==> src/design/sfd_pkg.sv <==
package sfd_pkg;

  localparam int unsigned SESSIONS_DEF     = 16;
  localparam int unsigned QUERY_FLOATS_DEF = 128;

  localparam int unsigned SID_W   = 16;
  localparam int unsigned LEN_W   = 16;
  localparam int unsigned PEND_W  = 24;
  localparam int unsigned TOTAL_W = 64;
  localparam int unsigned SLOT_W  = 4;

  // 64 bytes per data word, 16 floats per data word
  localparam int unsigned WORD_SHIFT  = 6;
  localparam int unsigned FLOAT_SHIFT = 4;
  localparam int unsigned FLOAT_W     = LEN_W - WORD_SHIFT + FLOAT_SHIFT;

  typedef struct packed {
    logic added;
    logic full;
  } lk_res_t;

endpackage

==> src/design/session_fifo_dispatcher_unit.sv <==
// Packet header bookkeeping for up to SESSIONS sessions. Each header (session ID in
// s_axis_tdata[15:0], byte length in [31:16]) gives exactly one result transaction.
// A header takes longer the later its session sits in the table, plus any output stall:
// the session-ID table is scanned one entry per cycle through its memory, then the
// session's pending float count is read, updated and written back. A new header is
// taken once the previous one has been handed to the output register.
// A session not in the table is added in the next free slot; with the table full
// the header sets table_full and adds no floats, but its bytes still count toward
// the running total that drives all_received. Write expected_bytes only while idle.
module session_fifo_dispatcher_unit #(
  parameter int unsigned SESSIONS     = sfd_pkg::SESSIONS_DEF,
  parameter int unsigned QUERY_FLOATS = sfd_pkg::QUERY_FLOATS_DEF
) (
  input  logic        clk_i,
  input  logic        rst_ni,
  input  logic        cfg_wr_en_i,
  input  logic [63:0] cfg_wr_data_i,
  input  logic        s_axis_tvalid,
  output logic        s_axis_tready,
  // [15:0] sess_id, [31:16] pkt_len
  input  logic [31:0] s_axis_tdata,
  output logic        m_axis_tvalid,
  input  logic        m_axis_tready,
  // [3:0] slot, [4] new_session, [5] query_ready, [21:6] ready_session,
  // [22] all_received, [23] table_full
  output logic [23:0] m_axis_tdata
);
  import sfd_pkg::*;

  localparam int unsigned IDX_W = (SESSIONS > 1) ? $clog2(SESSIONS) : 1;

  localparam logic [1:0] ST_IDLE = 2'd0;
  localparam logic [1:0] ST_LOOK = 2'd1;
  localparam logic [1:0] ST_PEND = 2'd2;
  localparam logic [1:0] ST_DONE = 2'd3;

  logic [1:0]         state_q, state_d;
  logic [SID_W-1:0]   sid_q;
  logic [LEN_W-1:0]   len_q;
  logic [TOTAL_W-1:0] total_q, total_d;
  logic [TOTAL_W:0]   total_sum;
  logic [TOTAL_W-1:0] expected_q;
  logic [IDX_W-1:0]   slot_q;
  logic               added_q, full_q, ready_q;
  logic               m_valid_q;
  logic [23:0]        m_data_q;

  logic               accept, load_out;
  logic               lk_done;
  logic [IDX_W-1:0]   lk_slot;
  lk_res_t            lk_res;
  logic               pd_start, pd_done, pd_ready;
  logic [FLOAT_W-1:0] floats;
  logic [IDX_W+3:0]   slot_ext;
  logic [SLOT_W-1:0]  slot_out;

  assign s_axis_tready = (state_q == ST_IDLE);
  assign accept        = s_axis_tvalid && s_axis_tready;
  assign load_out      = (state_q == ST_DONE) && (!m_valid_q || m_axis_tready);
  assign pd_start      = (state_q == ST_LOOK) && lk_done && !lk_res.full;
  assign floats        = {len_q[LEN_W-1:WORD_SHIFT], {FLOAT_SHIFT{1'b0}}};

  assign total_sum = {1'b0, total_q} + (TOTAL_W+1)'(s_axis_tdata[31:16]);
  assign total_d   = total_sum[TOTAL_W] ? '1 : total_sum[TOTAL_W-1:0];

  assign slot_ext = (IDX_W+4)'(slot_q);
  assign slot_out = full_q ? '0 : slot_ext[SLOT_W-1:0];

  assign m_axis_tvalid = m_valid_q;
  assign m_axis_tdata  = m_data_q;

  sfd_lookup #(
    .SESSIONS (SESSIONS),
    .IDX_W    (IDX_W)
  ) u_lookup (
    .clk_i   (clk_i),
    .rst_ni  (rst_ni),
    .start_i (accept),
    .sid_i   (s_axis_tdata[15:0]),
    .done_o  (lk_done),
    .slot_o  (lk_slot),
    .res_o   (lk_res)
  );

  sfd_pending #(
    .SESSIONS     (SESSIONS),
    .QUERY_FLOATS (QUERY_FLOATS),
    .IDX_W        (IDX_W)
  ) u_pending (
    .clk_i    (clk_i),
    .rst_ni   (rst_ni),
    .start_i  (pd_start),
    .slot_i   (lk_slot),
    .floats_i (floats),
    .done_o   (pd_done),
    .ready_o  (pd_ready)
  );

  always_comb begin
    state_d = state_q;
    unique case (state_q)
      ST_IDLE: begin
        if (accept) begin
          state_d = ST_LOOK;
        end
      end
      ST_LOOK: begin
        if (lk_done) begin
          state_d = lk_res.full ? ST_DONE : ST_PEND;
        end
      end
      ST_PEND: begin
        if (pd_done) begin
          state_d = ST_DONE;
        end
      end
      ST_DONE: begin
        if (load_out) begin
          state_d = ST_IDLE;
        end
      end
      default: state_d = ST_IDLE;
    endcase
  end

  always_ff @(posedge clk_i or negedge rst_ni) begin
    if (!rst_ni) begin
      state_q    <= ST_IDLE;
      total_q    <= '0;
      expected_q <= '0;
      m_valid_q  <= 1'b0;
    end else begin
      state_q <= state_d;
      if (accept) begin
        total_q <= total_d;
      end
      if (cfg_wr_en_i) begin
        expected_q <= cfg_wr_data_i;
      end
      if (load_out) begin
        m_valid_q <= 1'b1;
      end else if (m_axis_tready) begin
        m_valid_q <= 1'b0;
      end
    end
  end

  always_ff @(posedge clk_i) begin
    if (accept) begin
      sid_q <= s_axis_tdata[15:0];
      len_q <= s_axis_tdata[31:16];
    end
    if ((state_q == ST_LOOK) && lk_done) begin
      slot_q  <= lk_slot;
      added_q <= lk_res.added;
      full_q  <= lk_res.full;
      ready_q <= 1'b0;
    end
    if ((state_q == ST_PEND) && pd_done) begin
      ready_q <= pd_ready;
    end
    if (load_out) begin
      m_data_q <= {full_q, (total_q >= expected_q), (ready_q ? sid_q : {SID_W{1'b0}}),
                   ready_q, added_q, slot_out};
    end
  end

endmodule

==> src/design/sfd_lookup.sv <==
module sfd_lookup #(
  parameter int unsigned SESSIONS = sfd_pkg::SESSIONS_DEF,
  parameter int unsigned IDX_W    = (SESSIONS > 1) ? $clog2(SESSIONS) : 1
) (
  input  logic                    clk_i,
  input  logic                    rst_ni,
  input  logic                    start_i,
  input  logic [sfd_pkg::SID_W-1:0] sid_i,
  output logic                    done_o,
  output logic [IDX_W-1:0]        slot_o,
  output sfd_pkg::lk_res_t        res_o
);
  import sfd_pkg::*;

  localparam int unsigned CNT_W = $clog2(SESSIONS + 1);

  logic [SID_W-1:0] id_mem [SESSIONS];
  logic [SID_W-1:0] rd_data_q;
  logic [SID_W-1:0] sid_q;
  logic [CNT_W-1:0] count_q, count_d;
  logic [CNT_W-1:0] scan_q, scan_d;
  logic [IDX_W-1:0] cmp_idx_q, cmp_idx_d;
  logic             busy_q, busy_d;
  logic             cmp_q, cmp_d;
  logic             hit, more, room, rd_en, wr_en;

  assign hit   = busy_q && cmp_q && (rd_data_q == sid_q);
  assign more  = scan_q < count_q;
  assign room  = count_q < CNT_W'(SESSIONS);
  assign rd_en = busy_q && !hit && more;

  assign done_o      = busy_q && (hit || !more);
  assign wr_en       = done_o && !hit && room;
  assign slot_o      = hit ? cmp_idx_q : count_q[IDX_W-1:0];
  assign res_o.added = done_o && !hit && room;
  assign res_o.full  = done_o && !hit && !room;

  always_comb begin
    busy_d    = busy_q;
    scan_d    = scan_q;
    cmp_d     = cmp_q;
    cmp_idx_d = cmp_idx_q;
    count_d   = count_q;
    if (start_i) begin
      busy_d = 1'b1;
      scan_d = '0;
      cmp_d  = 1'b0;
    end else if (done_o) begin
      busy_d = 1'b0;
      cmp_d  = 1'b0;
      if (wr_en) begin
        count_d = count_q + CNT_W'(1);
      end
    end else if (rd_en) begin
      cmp_d     = 1'b1;
      cmp_idx_d = scan_q[IDX_W-1:0];
      scan_d    = scan_q + CNT_W'(1);
    end
  end

  always_ff @(posedge clk_i or negedge rst_ni) begin
    if (!rst_ni) begin
      busy_q    <= 1'b0;
      cmp_q     <= 1'b0;
      scan_q    <= '0;
      cmp_idx_q <= '0;
      count_q   <= '0;
    end else begin
      busy_q    <= busy_d;
      cmp_q     <= cmp_d;
      scan_q    <= scan_d;
      cmp_idx_q <= cmp_idx_d;
      count_q   <= count_d;
    end
  end

  always_ff @(posedge clk_i) begin
    if (start_i) begin
      sid_q <= sid_i;
    end
  end

  always_ff @(posedge clk_i) begin
    if (rd_en) begin
      rd_data_q <= id_mem[scan_q[IDX_W-1:0]];
    end
  end

  always_ff @(posedge clk_i) begin
    if (wr_en) begin
      id_mem[count_q[IDX_W-1:0]] <= sid_q;
    end
  end

endmodule

==> src/design/sfd_pending.sv <==
module sfd_pending #(
  parameter int unsigned SESSIONS     = sfd_pkg::SESSIONS_DEF,
  parameter int unsigned QUERY_FLOATS = sfd_pkg::QUERY_FLOATS_DEF,
  parameter int unsigned IDX_W        = (SESSIONS > 1) ? $clog2(SESSIONS) : 1
) (
  input  logic                        clk_i,
  input  logic                        rst_ni,
  input  logic                        start_i,
  input  logic [IDX_W-1:0]            slot_i,
  input  logic [sfd_pkg::FLOAT_W-1:0] floats_i,
  output logic                        done_o,
  output logic                        ready_o
);
  import sfd_pkg::*;

  logic [PEND_W-1:0]  pend_mem [SESSIONS];
  logic [PEND_W-1:0]  rd_data_q;
  logic               rd_vld_q;
  logic [SESSIONS-1:0] valid_q;
  logic               ph_q;
  logic [IDX_W-1:0]   slot_q;
  logic [FLOAT_W-1:0] floats_q;
  logic [PEND_W-1:0]  cur, sat, wr_data;
  logic [PEND_W:0]    sum;

  assign cur     = rd_vld_q ? rd_data_q : '0;
  assign sum     = {1'b0, cur} + (PEND_W+1)'(floats_q);
  assign sat     = sum[PEND_W] ? '1 : sum[PEND_W-1:0];
  assign ready_o = ph_q && (sat >= PEND_W'(QUERY_FLOATS));
  assign wr_data = ready_o ? (sat - PEND_W'(QUERY_FLOATS)) : sat;
  assign done_o  = ph_q;

  always_ff @(posedge clk_i or negedge rst_ni) begin
    if (!rst_ni) begin
      ph_q    <= 1'b0;
      valid_q <= '0;
    end else begin
      ph_q <= start_i;
      if (ph_q) begin
        valid_q[slot_q] <= 1'b1;
      end
    end
  end

  always_ff @(posedge clk_i) begin
    if (start_i) begin
      slot_q    <= slot_i;
      floats_q  <= floats_i;
      rd_vld_q  <= valid_q[slot_i];
      rd_data_q <= pend_mem[slot_i];
    end
  end

  always_ff @(posedge clk_i) begin
    if (ph_q) begin
      pend_mem[slot_q] <= wr_data;
    end
  end

endmodule
==> config.mk <==
export PLATFORM = sky130hd
export DESIGN_NAME = session_fifo_dispatcher_unit
export DESIGN_NICKNAME = d
export VERILOG_FILES = /design/src/design/sfd_pkg.sv /design/src/design/session_fifo_dispatcher_unit.sv /design/src/design/sfd_lookup.sv /design/src/design/sfd_pending.sv
export SDC_FILE = /design/constraint.sdc
export NUM_CORES = 1
export LEC_CHECK = 0
export BUFFER_PORTS_ARGS = -buffer_cell sky130_fd_sc_hd__buf_2
export CAP_MARGIN = 25
export CORE_MARGIN = 3
export CORE_UTILIZATION = 45
export CTS_BUF_LIST = sky130_fd_sc_hd__clkbuf_16
export CTS_CLUSTER_SIZE = 25
export DETAILED_ROUTE_END_ITERATION = 12
export PLACE_DENSITY = 0.7
export SLEW_MARGIN = 30
export SYNTH_ARGS = -nofsm -noshare
export SYNTH_HDL_FRONTEND = slang
export SYNTH_SLANG_ARGS = --single-unit
==> constraint.sdc <==
create_clock -name clk_i -period 5.2 [get_ports clk_i]
set_input_delay 0 -clock clk_i [delete_from_list [all_inputs] [get_ports clk_i]]
set_output_delay 0 -clock clk_i [all_outputs]
set_load 0.02 [all_outputs]
==> qor.csv <==
metric,value,unit
status,"complete, no violations",
max-clock-path-buffers,3,
drive_gt1_share,17.2,%
fmax,204,MHz
cp-end-kind,flip-flop,
cts_root_buf,clkbuf_16,
htreeDepth,3,
gp_congestion,0.871,
timing.final.ws_setup,0.307,ns
ir_worst_vdd,0.362,mV
cp_common_cell,buf_4,
cts_made_buffers,88,
path_cells,buf_4 -> buf_4 -> and2_1 -> ha_1 -> a21oi_2 -> nand4b_1 -> nor3_4 -> nor3_1 -> xor2_1 -> a2111oi_4 -> a31oi_1 -> buf_4 -> nand3_1 -> mux2i_2,
mostFrequentLayoutCells,"684 x edfxtp_1, 317 x mux2i_1, 171 x nand2_1",
initial_core_util,45.8,%
final_common_cell,edfxtp_1,
synth_fp_nets,2651,
synthCells,2444,
start_kind,flip-flop,
power,0.0175,W
rows,104,
slowest_stage,a31oi_1,
slew_headroom,32.9,%
cap_violations,0,
dieArea,86100,sq um
powerDensity,399,nW/um^2
hold_buffers,152,
grt_max_degree,77,
period_needed,4.89,ns
finClkSkew,0.0246,ns
criticalPathCategory,flip-flop to flip-flop,
place_hpwl,52200,um
yosysUniqueCellTypes,81,
crit_buf_inv,3,
worst_pin_slew,1.00,ns
syn_to_final_growth,17.8,%
clock_sinks,848,
clkSlewWorstSetupHoldPaths,0.06,ns
drv_slew,0,
setup_viol_count_final,0,
ant_nets,0,
rsz0062_at_grt,false,
drt_iter0_markers,1709,
core,81200,sq um
cts_setup_buffers,0,
totalWireLength,86400,um
cts_tree,built,
post-route-period-util,94.1,%
port_buffers,126,
overflow,0,
n_fill_cell,6472,
leakage,16.8,nW
async_flop_share,19.3,%
fin_area,43800,sq um
ys.flop_type,edfxtp_1,
instances_no_fill,3918,
yosysWarningCount,0,
crit_path_max_incr_delay,0.74,ns
placed_area,39400,sq um
place_ws,0.173,ns
track_usage,20.1,%
arrival,5.21,ns
grt_pass1_vias,22661,
drtPass1Iterations,5,
drc_errors,0,
nets,2994,
hp-class,input port to flip-flop,
viasPerCell,5.58,
die_y,293,um
finalHoldViolCount,0,
dr_total_vias,21877,
avgSynthCellArea,15.2,sq um
diodes,0,
synth-edff-count,684,
ys_seq_area_share,66.3,%
ys_seq_elements,848,
grt_pass1_wl,133000,um
antenna_found_initial,2,
wire_per_inst,22.0,um
ios,127,
cp_max_fo,23,
setup-tns-final,0,ns
crit_required,5.51,ns
insertion_delay,0.63,ns
netlist_area,37200,sq um
post_cts_resize_count,0,
dp.cells,3605,
critPathTopFamily,compound AO/OA/AOI/OAI gates,
dieWidth,293,um
==> logic make-up (layout without fill, tap and decap cells) <==
group                    count (synthesis)  in the layout  share of synthesized area (%)
XOR/XNOR                                83             83                           1.96
buffers and inverters                  198            612                           2.47
multiplexers                           414            414                           13.9
flip-flops                             848            848                           66.3
AO/OA/AOI/OAI                          276            276                           4.83
AND/OR/NAND/NOR                        519            519                           6.94
adder cells (fa/ha/maj)                106            106                           3.61
==> final timing paths <==
path,startpoint,to,slack [ns],cells after the start
hold / removal,s_axis_tdata[7],u_lookup.sid_q[7]$_DFFE_PP_,0.08,2
setup / recovery,u_pending.rd_vld_q$_DFFE_PP_,u_pending.pend_mem[12][13]$_DFFE_PP_,0.31,14
hold reg to reg,len_q[12]$_DFFE_PP_,u_pending.floats_q[10]$_DFFE_PP_,0.42,0
max in group asynchronous,rst_ni,u_lookup.scan_q[0]$_DFFE_PN0P_,3.63,4
setup reg to reg,u_pending.rd_vld_q$_DFFE_PP_,u_pending.pend_mem[12][13]$_DFFE_PP_,0.31,14
min in group asynchronous,rst_ni,total_q[63]$_DFFE_PN0P_,0.47,3
==> report_power, final <==
part | internal, W | total (W) | switching [W]
sequential | 0.00793 | 0.00828 | 0.000348
clock | 0.00360 | 0.00614 | 0.00254
combinational | 0.00138 | 0.00305 | 0.00167
total | 0.0129 | 0.0175 | 0.00455
==> routing by layer <==
layer | routed length (um) | track usage [%]
met1 | 36100 | 26.7
met5 | 0 | 0
met2 | 43100 | 34.1
met3 | 5200 | 3.51
met4 | 2020 | 5.92
==> worst register-to-register path, delay by kind of cell, from the launching register on <==
kind            cells  cell delay (ns)
compound gates      3             1.21
flops               1             0.37
xor+xnor            1             0.37
buf+inv             3             0.67
mux                 1             0.63
fa+ha+maj           1             0.34
simple gates        5             0.99
==> registers in the layout, summed over array words and instances (netlist names), 4 cells and up <==
| register | count |
|---|---|
| m_axis_tdata | 24 |
| len_q | 10 |
| u_lookup.rd_data_q | 16 |
| u_pending.pend_mem | 320 |
| u_pending.floats_q | 10 |
| u_lookup.scan_q | 5 |
| u_pending.rd_data_q | 20 |
| u_lookup.sid_q | 16 |
| u_lookup.count_q | 5 |
| u_lookup.cmp_idx_q | 4 |
| total_q | 64 |
| u_lookup.id_mem | 256 |
| u_pending.valid_q | 16 |
| u_pending.slot_q | 4 |
| slot_q | 4 |
| expected_q | 64 |
==> cells in the mapped netlist, types with 8 or more instances <==
cell type	instances	area share, %
inv_1	100	1.0
dfrtp_1	164	11
mux2_2	14	0.42
xnor2_1	35	0.82
o21a_1	8	0.16
mux2i_1	318	8.6
nor3_1	31	0.42
nor2b_1	9	0.15
clkbuf_1	46	0.46
nor4_1	11	0.19
and3_1	21	0.35
mux4_2	80	4.8
xor2_1	48	1.1
nand2_1	171	1.7
a21o_1	55	1.1
and2_1	42	0.71
nand3_1	45	0.61
nand4_1	32	0.54
a31oi_1	21	0.35
nand2b_1	13	0.22
edfxtp_1	684	55
o21ai_0	91	1.2
buf_2	21	0.28
or2_2	20	0.34
a21oi_1	45	0.61
nor2_1	92	0.93
buf_6	18	0.55
ha_1	104	3.5
==> per-stage QoR <==
stage	utilization, %	hold WS (ns)
4_1_cts	53.8	0.0502
2_1_floorplan	-	-0.296
3_3_place_gp	48.4	0.102
5_1_grt	53.9	0.0597
3_5_place_dp	48.5	0.115
6_report	53.9	0.0838
==> layout make-up <==
| class | instances | area [sq um] | share of cell area (%) |
|---|---|---|---|
| clock buffers | 91 | 2280 | 5.20 |
| clock inverters | 70 | 551 | 1.26 |
| inverters | 103 | 394 | 0.900 |
| multi-input cells | 1398 | 11800 | 27.0 |
| flip-flops and latches | 848 | 24600 | 56.3 |
| well taps | 1060 | 1330 | 3.03 |
| repair buffers | 348 | 2780 | 6.34 |
Note: power is estimated with default switching activity, not from simulation.
